===== config.mk =====
export PLATFORM = sky130hd
export DESIGN_NAME = m3cs_lane_update
export DESIGN_NICKNAME = d
export VERILOG_FILES = /design/src/sv/m3cs_pkg.sv /design/src/sv/m3cs_lane_update.sv
export SDC_FILE = /design/constraint.sdc
export NUM_CORES = 1
export LEC_CHECK = 0
export ABC_AREA = 0
export BUFFER_PORTS_ARGS = -buffer_cell sky130_fd_sc_hd__buf_2
export CORE_MARGIN = 2
export CORE_UTILIZATION = 50
export DETAILED_ROUTE_END_ITERATION = 12
export PLACE_DENSITY = 0.71
export SLEW_MARGIN = 20
export SYNTH_ARGS = -nofsm -noshare
export SYNTH_HDL_FRONTEND = slang
export SYNTH_SLANG_ARGS = --single-unit

===== constraint.sdc =====
create_clock -name clk -period 16.2 [get_ports clk]
set_input_delay 0 -clock clk [delete_from_list [all_inputs] [get_ports clk]]
set_output_delay 0 -clock clk [all_outputs]
set_load 0.05 [all_outputs]

===== src/sv/m3cs_pkg.sv =====
package m3cs_pkg;

	localparam int unsigned WORD_W = 32;
	localparam int unsigned LANES  = 4;
	localparam int unsigned ROT_W  = 5;

	typedef logic [WORD_W-1:0] word_t;
	typedef logic [LANES-1:0][WORD_W-1:0] quad_t;
	typedef logic [ROT_W-1:0] rot_t;

	typedef struct packed {
		logic vld;
		logic last;
	} ctl_t;

	localparam word_t KEY_CA [LANES] = '{32'h239b961b, 32'hab0e9789, 32'h38b34ae5, 32'ha1e38b93};
	localparam word_t KEY_CB [LANES] = '{32'hab0e9789, 32'h38b34ae5, 32'ha1e38b93, 32'h239b961b};
	localparam rot_t KEY_ROT [LANES] = '{5'd15, 5'd16, 5'd17, 5'd18};
	localparam rot_t LANE_ROT [LANES] = '{5'd19, 5'd17, 5'd15, 5'd13};
	localparam word_t LANE_ADD [LANES] = '{32'h561ccd1b, 32'h0bcaa747, 32'h96cd1c35, 32'h32ac3b17};

	function automatic word_t rotl(input word_t x, input rot_t r);
		logic [ROT_W:0] rr;
		rr = 6'd32 - {1'b0, r};
		return (x << r) | (x >> rr);
	endfunction

	function automatic word_t mul32(input word_t a, input word_t b);
		logic [2*WORD_W-1:0] p;
		p = {{WORD_W{1'b0}}, a} * {{WORD_W{1'b0}}, b};
		return p[WORD_W-1:0];
	endfunction

endpackage


===== src/sv/m3cs_lane_update.sv =====
module m3cs_lane_update (
	input  logic            clk,
	input  logic            arst_n,
	input  m3cs_pkg::ctl_t  ctl,
	input  m3cs_pkg::quad_t keys,
	input  m3cs_pkg::quad_t expect_in,
	input  logic            res_ready,
	output logic            adv,
	output logic            res_valid,
	output m3cs_pkg::quad_t hash,
	output logic            match
);
	import m3cs_pkg::*;

	quad_t lanes_q;
	quad_t lanes_nx;
	quad_t hash_q;
	logic  match_q;
	logic  out_vld_q;
	logic  take;
	logic  [LANES-1:0] eq;

	// Lanes one to three add the old neighbor; lane four adds the new lane one.
	always_comb begin
		word_t x;
		word_t y;
		word_t n0;
		quad_t nbr;
		n0  = '0;
		nbr = {{WORD_W{1'b0}}, lanes_q[LANES-1:1]};
		for (int i = 0; i < LANES; i++) begin
			x = rotl(lanes_q[i] ^ keys[i], LANE_ROT[i]);
			if (i == LANES - 1) begin
				x = x + n0;
			end else begin
				x = x + nbr[i];
			end
			y = x + (x << 2) + LANE_ADD[i];
			lanes_nx[i] = y;
			if (i == 0) begin
				n0 = y;
			end
		end
	end

	for (genvar i = 0; i < LANES; i++) begin : g_eq
		assign eq[i] = (lanes_nx[i] == expect_in[i]);
	end

	assign adv  = !out_vld_q || res_ready;
	assign take = adv && ctl.vld;

	always_ff @(posedge clk or negedge arst_n) begin
		if (!arst_n) begin
			lanes_q   <= '0;
			out_vld_q <= 1'b0;
		end else begin
			if (take) begin
				lanes_q <= ctl.last ? '0 : lanes_nx;
			end
			if (adv) begin
				out_vld_q <= ctl.vld && ctl.last;
			end
		end
	end

	always_ff @(posedge clk) begin
		if (take && ctl.last) begin
			hash_q  <= lanes_nx;
			match_q <= &eq;
		end
	end

	assign res_valid = out_vld_q;
	assign hash      = hash_q;
	assign match     = match_q;

endmodule


# Word level (Yosys, flattened, before mapping)
# Cells that the tools add are included.
[word_totals]
output_inout_bits = 131
reg_bits = 258
in_bits = 261
[classes]
n_bitwise = 8
muxes = 1
reduce_logical = 6
n_addsub = 12
n_eq_ne = 4
[ops]
columns = ["op", "n"]
rows = [
  ["adder 32 bit", 8],
  ["equality test 32 bit", 4],
  ["two-way mux 128 bit", 1],
  ["bitwise XOR 32 bit", 4],
  ["adder 32 x 28 -> 32 bit (second input constant)", 1],
  ["adder 32 x 30 -> 32 bit (second input constant)", 1],
  ["adder 32 x 31 -> 32 bit (second input constant)", 1],
  ["adder 32 bit (second input constant)", 1],
  ["bitwise OR 32 x 13 -> 32 bit", 1],
  ["bitwise OR 32 x 15 -> 32 bit", 1],
  ["bitwise OR 32 x 17 -> 32 bit", 1],
  ["bitwise OR 32 x 19 -> 32 bit", 1],
  ["AND reduction 4 bit", 1],
  ["logical AND 1 bit", 3],
  ["zero test 1 bit", 1],
  ["logical OR 1 bit", 1],
]

# Logic depth before layout (Yosys ltp)
[depth]
ltp_word = 10
mapped_depth = 55

# Worst setup path after synthesis
# OpenSTA, ideal clock, no wires.
[synth_path]
kind = "reg2reg"
from = "register lanes_q[13] (netlist bit)"
to = "register match_q, in the netlist match (data pin)"
setup_ns = 0.170
path_buffers = 0
arrival_time_ns = 10.453
stages_incl_launch_ff = 53
slack_ns = 5.577
cell_sequence = "dfrtp_1 xor2_1 ha_1 fa_1 nand3_1 a21boi_0 o21ai_0 a21boi_0 o21a_1 o21ai_0 a21oi_1 o21ai_0 nand2b_1 xnor2_1 inv_1 ha_1 ha_1 nand2_1 (+17 left out) a21oi_1 xnor2_1 ha_1 ha_1 xnor2_1 nor3_1 a221oi_1 o21ai_0 nor4_1 o2111ai_1 nor4_1 nand4_1 nor4_1 nand4_1 nor4_1 nand4_1 or4_1 nor4_2"
[synth_lines]
columns = ["element", "line_no", "source"]
rows = [
  ["start, declared", "m3cs_lane_update.sv:15", "quad_t lanes_q;"],
  ["start signal, assigned", "m3cs_lane_update.sv:59", "lanes_q <= ctl.last ? '0 : lanes_nx;"],
  ["end signal, assigned", "m3cs_lane_update.sv:70", "match_q <= &eq;"],
  ["end, declared", "m3cs_lane_update.sv:18", "logic match_q;"],
]

==> results.yml <==
synthesis:
  synthAdderAreaFrac_pct: 17.3
  synthCells: 2942
  synth_area_leaders: "ha_1, edfxtp_1, dfrtp_1"
  yosysUniqueCellTypes: 86
  synth_top_area_cell: "ha_1"
  synth_mux_area_share_pct: 0.392
  ys_async_sr_fraction_pct: 50.0
  synth_compound_area_share_pct: 21.5
  yosys_most_used_dff: "edfxtp_1"
  ys_warn_count: 0
  ys_top_cells_by_count: "ha_1, inv_1, xor2_1"
  ys_ff_latch: 258
  ys_seq_area_share_pct: 27.1
  synth_top_area_share_pct: 16.6
  synthMostInstantiatedCell: "ha_1"
  synth-xor-area-share_pct: 16.1
  syn-mean-instance-area_um2: 8.90
  synth-simple-area-share_pct: 12.8
  syn_nets: 3558
  syn_area_um2: 26200
  synth_top_family_by_area: "compound AO/OA/AOI/OAI gates"
  synth_edf_count: 129
placed_design:
  io_buffers: 391
  gp_congestion: 1.04
  hpwl_mm: 94.0
min_path:
  worstHoldStart: "expect_in[95]"
  worstHoldEndpoint: "match$_DFFE_PP_"
  hold_depth: 3
  hold_path_class: "in -> reg"
global_routing:
  antenna_found_initial: 9
  grt_pass1_wl_mm: 158
  grt-ovfl-total: 0
  track_usage_pct: 40.7
  first_global_vias: 24000
  grt_max_degree: 86
cells_and_area:
  layout-drive-gt1-share_pct: 15.4
  fin_nets: 3933
  area_growth_pct: 15.0
timing:
  rsz0062_at_grt: "no"
  setup_viol: 0
  setup_tns_ps: 0
  period_share_pct: 81.7
  fin_skew_ps: 30.1
  fmaxAchievable_mhz: 75.6
  worstMarginPinSlew_ps: 1130
  slew_violations: 0
  relSlewSlack_pct: 24.2
  fin_crit_ps: 13230
  hold_viol: 0
die:
  initial_core_util_pct: 50.9
  core_um2: 51500
  die-area_um2: 54200
  die_w_um: 233
  fp.dieH_um: 233
  rows: 83
  ios: 392
drt:
  drt_pass1_iterations: 5
  vias: 25300
  finalWirelength_mm: 113
  ant_nets: 0
  drt_iter0_markers: 2996
  wl_per_cell_um: 28.1
  vias_per_cell: 6.29
  drc: 0
cts:
  clk_pin_slew_ps: 60
  cts.sinks: 258
  clockBufferDepth: 3
  clkLatencyLatePin_ps: 570
  clockRootBuffer: "clkbuf_16"
  htree_num_levels: 2
  cts_tree: "done"
  cts_resized: 0
  numCtsBuffers: 34
worst_setup_path:
  cp_max_fo: 6
  critPathSlowestCell: "a221oi_1"
  r2r_setup_slack_ps: 2970
  cp-end-kind: "flop"
  cp.required_ps: 16580
  cpPeakStageDelay_ps: 600
  critPathArrivalTime_ps: 13620
  crit_path_start_kind: "flop"
  criticalPathCategory: "reg -> reg"
  worst_r2r_endpoint: "match$_DFFE_PP_"
  cp_common_cell: "ha_1"
  r2r_start: "lanes_q[13]$_DFFE_PN0P_"
  path_delay_family: "compound AO/OA/AOI/OAI gates"
  rr_worst_depth: 52
  timing.critical_path.buf_inv: 1
run_status:
  status: "completed"
run:
  cap_violations: 0
[state kept, by name, indices dropped and copies added (netlist names)]
signal / count
hash: 128
match: 1
lanes_q: 128
res_valid: 1
[what timing repair did]
| action | 4_1_cts | 5_1_grt |
|---|---|---|
| hold buffers | 5 | 0 |
| hold endpoints to repair | 96 | 0 |
| buffers inserted | 0 | 0 |
| setup endpoints to repair | 0 | 0 |
[final cells by class]
class / instances / area, um^2
Antenna cell: 5 / 12.5
Clock buffer: 45 / 987
Clock inverter: 17 / 159
Fill cell: 4684 / 21400
Inverter: 255 / 957
Multi-Input combinational cell: 2351 / 17900
Sequential cell: 258 / 7100
Tap cell: 680 / 851
Timing Repair Buffer: 417 / 2190
[layer usage]
layer / wire [um] / GRT usage [%] / up-vias
li1: - / - / 11400
met4: 6920 / 21.6 / 6
met1: 46300 / 53.9 / 12300
met5: 41 / 0 / -
met2: 48500 / 61.9 / 1343
met3: 11500 / 8.88 / 258
[worst max path at each step]
stage,end,cells after the start,slack [ps],start
finish,match$_DFFE_PP_,52,2970,lanes_q[13]$_DFFE_PN0P_
global route,match$_DFFE_PP_,52,2120,lanes_q[13]$_DFFE_PN0P_
CTS,match$_DFFE_PP_,52,3200,lanes_q[13]$_DFFE_PN0P_
detailed placement,match$_DFFE_PP_,52,3310,lanes_q[13]$_DFFE_PN0P_
global placement,match$_DFFE_PP_,52,3690,lanes_q[13]$_DFFE_PN0P_
floorplan,match$_DFFE_PP_,52,5580,lanes_q[13]$_DFFE_PN0P_
[metrics by stage]
stage | std cells | util [%] | worst slack, ps | area, um^2 | hold slack [ps]
after floorplan | 2942 | - | 5580 | 26200 | -296
after global placement | 3955 | 56.1 | 3690 | 28900 | 145
after detailed placement | 3955 | 56.1 | 3310 | 28900 | 158
after CTS | 4022 | 58.4 | 3200 | 30100 | 6.96
after global routing | 4023 | 58.5 | 2120 | 30100 | 75.4
final | 4028 | 58.5 | 2970 | 30100 | 56.2
[kinds of logic after synthesis]
logic type / count (synthesis)
AOI/OAI and AO/OA: 822
xor gates and xnor gates: 478
adders and majority gates: 359
buffers and inverters: 333
DFF: 258
muxes: 10
and+or+nand+nor: 682
[worst min-delay path, cell delays in order]
cell and delay [ps]:
buf_2 100, xor2_1 110, nor4_2 260
[layout by cell type, fill, tap and decap left out, drive strengths merged, types with 129 or more instances in the layout]
master and instances:
ha 348, xor2 249, buf 412, edfxtp 129, a21oi 201, dfrtp 129
nor2 180, xnor2 227, nand2 166, inv 257, o21ai 146
Power is not shown: default switching activity piles up to over one toggle a cycle in this logic, so the estimate is an artifact.
