[config.mk]
export PLATFORM = sky130hd
export DESIGN_NAME = m3cs_key_mix
export DESIGN_NICKNAME = d
export VERILOG_FILES = /design/src/sv/m3cs_pkg.sv /design/src/sv/m3cs_key_mix.sv
export SDC_FILE = /design/constraint.sdc
export NUM_CORES = 2
export LEC_CHECK = 0
export ABC_AREA = 1
export BUFFER_PORTS_ARGS = -buffer_cell sky130_fd_sc_hd__buf_2
export CAP_MARGIN = 25
export CORE_MARGIN = 3
export CORE_UTILIZATION = 50
export DETAILED_ROUTE_END_ITERATION = 10
export PLACE_DENSITY = 0.68
export SYNTH_ARGS = -nofsm -noshare
export SYNTH_HDL_FRONTEND = slang
export SYNTH_SLANG_ARGS = --single-unit
[constraint.sdc]
create_clock -name clk -period 7.7 [get_ports clk]
set_clock_uncertainty 0.2 [all_clocks]
set_input_delay 0.77 -clock clk [delete_from_list [all_inputs] [get_ports clk]]
set_output_delay 0.77 -clock clk [all_outputs]
set_load 0.005 [all_outputs]
[src/sv/m3cs_pkg.sv]
package m3cs_pkg;

	localparam int unsigned WORD_W = 32;
	localparam int unsigned LANES  = 4;
	localparam int unsigned ROT_W  = 5;

	typedef logic [WORD_W-1:0] word_t;
	typedef logic [LANES-1:0][WORD_W-1:0] quad_t;
	typedef logic [ROT_W-1:0] rot_t;

	typedef struct packed {
		logic vld;
		logic last;
	} ctl_t;

	localparam word_t KEY_CA [LANES] = '{32'h239b961b, 32'hab0e9789, 32'h38b34ae5, 32'ha1e38b93};
	localparam word_t KEY_CB [LANES] = '{32'hab0e9789, 32'h38b34ae5, 32'ha1e38b93, 32'h239b961b};
	localparam rot_t KEY_ROT [LANES] = '{5'd15, 5'd16, 5'd17, 5'd18};
	localparam rot_t LANE_ROT [LANES] = '{5'd19, 5'd17, 5'd15, 5'd13};
	localparam word_t LANE_ADD [LANES] = '{32'h561ccd1b, 32'h0bcaa747, 32'h96cd1c35, 32'h32ac3b17};

	function automatic word_t rotl(input word_t x, input rot_t r);
		logic [ROT_W:0] rr;
		rr = 6'd32 - {1'b0, r};
		return (x << r) | (x >> rr);
	endfunction

	function automatic word_t mul32(input word_t a, input word_t b);
		logic [2*WORD_W-1:0] p;
		p = {{WORD_W{1'b0}}, a} * {{WORD_W{1'b0}}, b};
		return p[WORD_W-1:0];
	endfunction

endpackage

[src/sv/m3cs_key_mix.sv]
module m3cs_key_mix (
	input  logic            clk,
	input  logic            arst_n,
	input  logic            en,
	input  m3cs_pkg::ctl_t  ctl_in,
	input  m3cs_pkg::quad_t words,
	input  m3cs_pkg::quad_t expect_in,
	output m3cs_pkg::ctl_t  ctl_out,
	output m3cs_pkg::quad_t keys,
	output m3cs_pkg::quad_t expect_out
);
	import m3cs_pkg::*;

	ctl_t  ctl_s1, ctl_s2;
	quad_t prod_s1, keys_s2;
	quad_t expect_s1, expect_s2;

	always_ff @(posedge clk or negedge arst_n) begin
		if (!arst_n) begin
			ctl_s1 <= '0;
			ctl_s2 <= '0;
		end else if (en) begin
			ctl_s1 <= ctl_in;
			ctl_s2 <= ctl_s1;
		end
	end

	always_ff @(posedge clk) begin
		if (en) begin
			expect_s1 <= expect_in;
			expect_s2 <= expect_s1;
		end
	end

	for (genvar i = 0; i < LANES; i++) begin : g_lane
		always_ff @(posedge clk) begin
			if (en) begin
				prod_s1[i] <= mul32(words[i], KEY_CA[i]);
				keys_s2[i] <= mul32(rotl(prod_s1[i], KEY_ROT[i]), KEY_CB[i]);
			end
		end
	end

	assign ctl_out    = ctl_s2;
	assign keys       = keys_s2;
	assign expect_out = expect_s2;

endmodule

After elaboration in Yosys (flattened, before gate mapping)
Index checks and enable logic that the tools add are counted.
Cells by class
  div/mod/pow operators: 0
  reduce and logical (&&, ||, !) cells: 0
  $lt $le $gt $ge: 0
  equal/unequal tests: 0
  mux-type cells: 0
  $mul: 8
  $add $sub $neg: 0
  bitwise logic cells: 4
  shift-type cells: 0
Operators with widths (count)
  $mul A32 B30 Y32 const B: 4
  $mul A32 B32 Y32 const B: 4
  $or A32 B15 Y32: 1
  $or A32 B16 Y32: 1
  $or A32 B17 Y32: 1
  $or A32 B18 Y32: 1
Word-level totals
  flip-flop bits (word level): 516
  logic and storage cells: 32
  bits in writable memories: 0
  output and inout bits: 258
  bits in read-only memories: 0
  input bits: 261
  bits in latches: 0
  memories kept: 0

Depth between registers and ports, before layout
  depth after elaboration: 2
  mapped depth: 28
  mapped depth without buffers: 28

Worst setup path before layout
OpenSTA, ideal clock, no wires.
  path type: input to register
  from: input words[73] (netlist bit)
  to: register prod_s1[91] (netlist bit), data pin
  arrival time: 6.009 ns
  cell stages on the path: 25
  buffers on the path: 0
  library setup time: 0.252 ns
  setup slack: 1.239 ns
  path through: ha_1 > fa_1 > fa_1 > inv_1 > fa_1 > inv_1 > fa_1 > inv_1 > fa_1 > inv_1 > fa_1 > inv_1 > fa_1 > inv_1 > ha_1 > nand2_1 > inv_2 > nand2_1 > inv_1 > a21oi_1 > nand3_2 > a21o_4 > nand2_2 > a21o_1 > nand2_1
On the way
  longest elaborated chain between the ends: 1
Ends and longest elaborated chain
  start: declaration: line m3cs_key_mix.sv:6  | input m3cs_pkg::quad_t words,
  $mul A32 B30 Y32: line m3cs_pkg.sv:30  | p = {{WORD_W{1'b0}}, a} * {{WORD_W{1'b0}}, b};
  end signal: indexed assignment: line m3cs_key_mix.sv:38  | prod_s1[i] <= mul32(words[i], KEY_CA[i]);
  end: declaration: line m3cs_key_mix.sv:15  | quad_t prod_s1, keys_s2;
Every way passes these cells.
A chain may end at the register's enable or synchronous reset.

Worst setup path in the final report
  from: register prod_s1[4] (netlist bit)
  to: register keys_s2, in the netlist keys[31], data pin
On the way
  longest elaborated chain between the ends: 2
Ends and longest elaborated chain
  $or A32 B15 Y32: line m3cs_pkg.sv:25  | return (x << r) | (x >> rr);
  $mul A32 B32 Y32: line m3cs_pkg.sv:30
  end signal: indexed assignment: line m3cs_key_mix.sv:39  | keys_s2[i] <= mul32(rotl(prod_s1[i], KEY_ROT[i]), KEY_CB[i]);
  end: declaration: line m3cs_key_mix.sv:15
Every way passes these cells.

==> flow_metrics.env <==
export IMPL_critPathBufInv=4
export IMPL_maxCapViolations=0
export IMPL_totalWireLength_um=218000
export IMPL_grt_use_met2=0.443
export IMPL_drive_above_1_share=0.0837
export IMPL_drc=0
export IMPL_final_net_count=11784
export IMPL_gp_congestion=0.972
export IMPL_grt_max_degree=134
export IMPL_grt_pass1_vias=60797
export IMPL_slew_headroom=0.335
export IMPL_rsz0062_at_grt="false"
export IMPL_rrSetupSlack_ns=0.86
export IMPL_cts_root_buf="clkbuf_16"
export IMPL_period_needed_ns=6.84
export IMPL_synth_area_um2=83300
export IMPL_netlist_instances=8005
export IMPL_max_freq_mhz=146
export IMPL_synthArstFlopShare=0.00775
export IMPL_hold_viol_final=0
export IMPL_crit_required_ns=7.92
export IMPL_cts_resized=0
export IMPL_slowest_delay_ns=0.71
export IMPL_crit_top_cell="fa_1"
export IMPL_synth_edf_count=512
export IMPL_dp_worst_setup_slack_ns=0.555
export IMPL_cts_setup_buffers=0
export IMPL_syn_nets=11191
export IMPL_grt_overflow=0
export IMPL_status="finished clean"
export IMPL_multi_input_area_um2=58700
export IMPL_grt_use_met3=0.0324
export IMPL_gr_usage_met1=0.350
export IMPL_dp_hpwl_um=194000
export IMPL_end_kind="flip-flop"
export IMPL_hold_end="expect_s1[126]"
export IMPL_firstDrtPassIters=7
export IMPL_via_per_inst=5.11
export IMPL_port_buffers=518
export IMPL_n_fill_cell=14541
export IMPL_worst_setup_path_type="reg2reg"
export IMPL_dieArea_um2=172000
export IMPL_start_kind="flip-flop"
export IMPL_path_max_fanout=8
export IMPL_core_um2=165000
export IMPL_grt_busiest_layer="met2"
export IMPL_numCtsBuffers=58
export IMPL_tns_ns=0
export IMPL_clock_sinks=516
export IMPL_cts_max_path_buffers=3
export IMPL_cpLargestDelayFamily="adder cells"
export IMPL_slowest_stage="edfxtp_1"
export IMPL_num_rows=149
export IMPL_htree_levels=2
export IMPL_holdPathStages=1
export IMPL_postCtsHoldBufs=1
export IMPL_r2r_cells=21
export IMPL_area_delta_synth_final_pct=9.04
export IMPL_finalSetupViolations=0
export IMPL_pin_count=519
export IMPL_ys_ff_latch=516
export IMPL_synth_distinct_cells=58
export IMPL_worstPathCellList="fa_1 > ha_1 > inv_1 > fa_1 > fa_1 > inv_1 > fa_1 > fa_1 > fa_1 > inv_1 > fa_1 > inv_1 > ha_1 > nand2_1 > nor3_1 > nand4_1 > nor4_1 > nand2_1 > nand3_1 > nand3b_1 > nand2_1"
export IMPL_min_period_over_period=0.888
export IMPL_final_max_slew_viol_count=0
export IMPL_ant_nets=0
export IMPL_r2r_end="keys[31]"
export IMPL_route_vias_total=55386
export IMPL_r2r_start="prod_s1[4]"
export IMPL_postSynthAreaPerCell_um2=10.4
export IMPL_clk_pin_slew_ns=0.07
export IMPL_wire_per_inst_um=20.1
export IMPL_die_width_um=414
export IMPL_grt_use_total=0.260
export IMPL_final_seq_area_um2=15500
export IMPL_fin_ws_ns=0.859
export IMPL_clk_latency_ns=0.69
export IMPL_antenna_found_initial=9
export IMPL_synth_flop_cell="edfxtp_1"
export IMPL_crit_arrival_ns=7.06
export IMPL_worst_pin_slew_ns=0.998
export IMPL_hold_path_startpoint="expect_in[126]"
export IMPL_hold_class="in2reg"
export IMPL_start_util=0.504
export IMPL_ys_seq_area_frac=0.186
export IMPL_die_h_um=414
export IMPL_yosysWarnings=0
export IMPL_cts_tree="yes"
export IMPL_grt_pass1_wl_um=346000
export IMPL_drt_iter0_markers=3135
==> worst register-to-register path: stages, from the launching register on <==
cell and delay, ns:
edfxtp_1 0.71, fa_1 0.54, ha_1 0.30, inv_1 0.06, fa_1 0.48, fa_1 0.55
inv_1 0.06, fa_1 0.55, fa_1 0.43, fa_1 0.49, inv_1 0.05, fa_1 0.48
inv_1 0.04, ha_1 0.38, nand2_1 0.15, nor3_1 0.29, nand4_1 0.17, nor4_1 0.19
nand2_1 0.09, nand3_1 0.20, nand3b_1 0.15, nand2_1 0.06
==> metrics by stage <==
stage / instances / hold slack (ns) / cell area, um^2 / utilization
floorplan: 8005 / 0.200 / 83300 / -
global placement: 10726 / 0.200 / 88800 / 0.538
detailed placement: 10726 / 0.205 / 88800 / 0.538
CTS: 10837 / 0.00356 / 90800 / 0.550
global route: 10840 / 0.0228 / 90800 / 0.550
finish: 10843 / 0.0562 / 90800 / 0.550
==> final cells by class <==
cell class	count	area share
sequential	516	0.170
clock buffer	67	0.0163
inverter	2434	0.101
clock inverter	43	0.00581
tap	2189	0.0301
antenna	6	0.000165
timing repair buffer	537	0.0307
multi-input combinational	5051	0.646
==> worst max path at each step <==
stage	startpoint	endpoint	slack, ns	cells after the start
after detailed placement	words[41]	prod_s1[60]	0.56	24
after floorplan	words[73]	prod_s1[91]	1.24	25
after CTS	prod_s1[122]	keys[125]	0.86	23
after global placement	words[13]	prod_s1[31]	0.55	24
final	prod_s1[4]	keys[31]	0.86	21
after global routing	prod_s1[4]	keys[31]	0.48	21
==> cells in the final DEF, fill, tap and decap left out, types with 13 or more instances in the layout <==
cell type     n
nor2_1      188
a21oi_1     223
clkbuf_16    58
a21oi_2      17
a21o_1       24
nand4_1      41
nand3b_1     25
edfxtp_1    512
a31oi_1      14
buf_4        15
ha_1       1532
nand2_1     777
nor3_1       23
o21ai_2      13
o21ai_1      13
nand3_1     145
fa_1       1393
xnor2_1     154
o21bai_1     26
buf_2       517
xor2_1      215
inv_1      2428
o21ai_0     111
==> cell usage after synthesis (13+ instances only) <==
cell type	count	share of area
a21o_1	24	0.0022
a21oi_1	223	0.013
a21oi_2	17	0.0018
a31oi_1	14	0.0011
edfxtp_1	512	0.18
fa_1	1393	0.33
ha_1	1532	0.23
inv_1	2428	0.11
nand2_1	777	0.035
nand3_1	145	0.0087
nand3b_1	25	0.0023
nand4_1	41	0.0031
nor2_1	188	0.0085
nor3_1	23	0.0014
o21ai_0	111	0.0067
o21ai_1	13	0.00078
o21ai_2	13	0.0014
o21bai_1	26	0.0023
xnor2_1	154	0.016
xor2_1	215	0.023
==> metal layers <==
| metal | share of wire | vias up |
|---|---|---|
| met3 | 0.047 | 312 |
| met2 | 0.48 | 1424 |
| met1 | 0.44 | 27724 |
| met4 | 0.032 | 8 |
| met5 | 0.00026 | - |
| li1 | - | 25918 |
==> state kept, by name (all words and copies together), names as in the netlist <==
register,flops
ctl_out,2
expect_out,128
expect_s1,128
keys,128
prod_s1,128
ctl_s1,2
==> logic make-up after synthesis <==
family                   count (synthesis)  share of synthesized area
adder cells (fa/ha/maj)               2925                      0.565
AO/OA/AOI/OAI                          505                     0.0369
buffers and inverters                 2438                      0.110
flip-flops                             516                      0.186
XOR/XNOR                               369                     0.0388
AND/OR/NAND/NOR                       1252                     0.0639
Power is not shown: default switching activity piles up to over one toggle a cycle in this logic, so the estimate is an artifact.
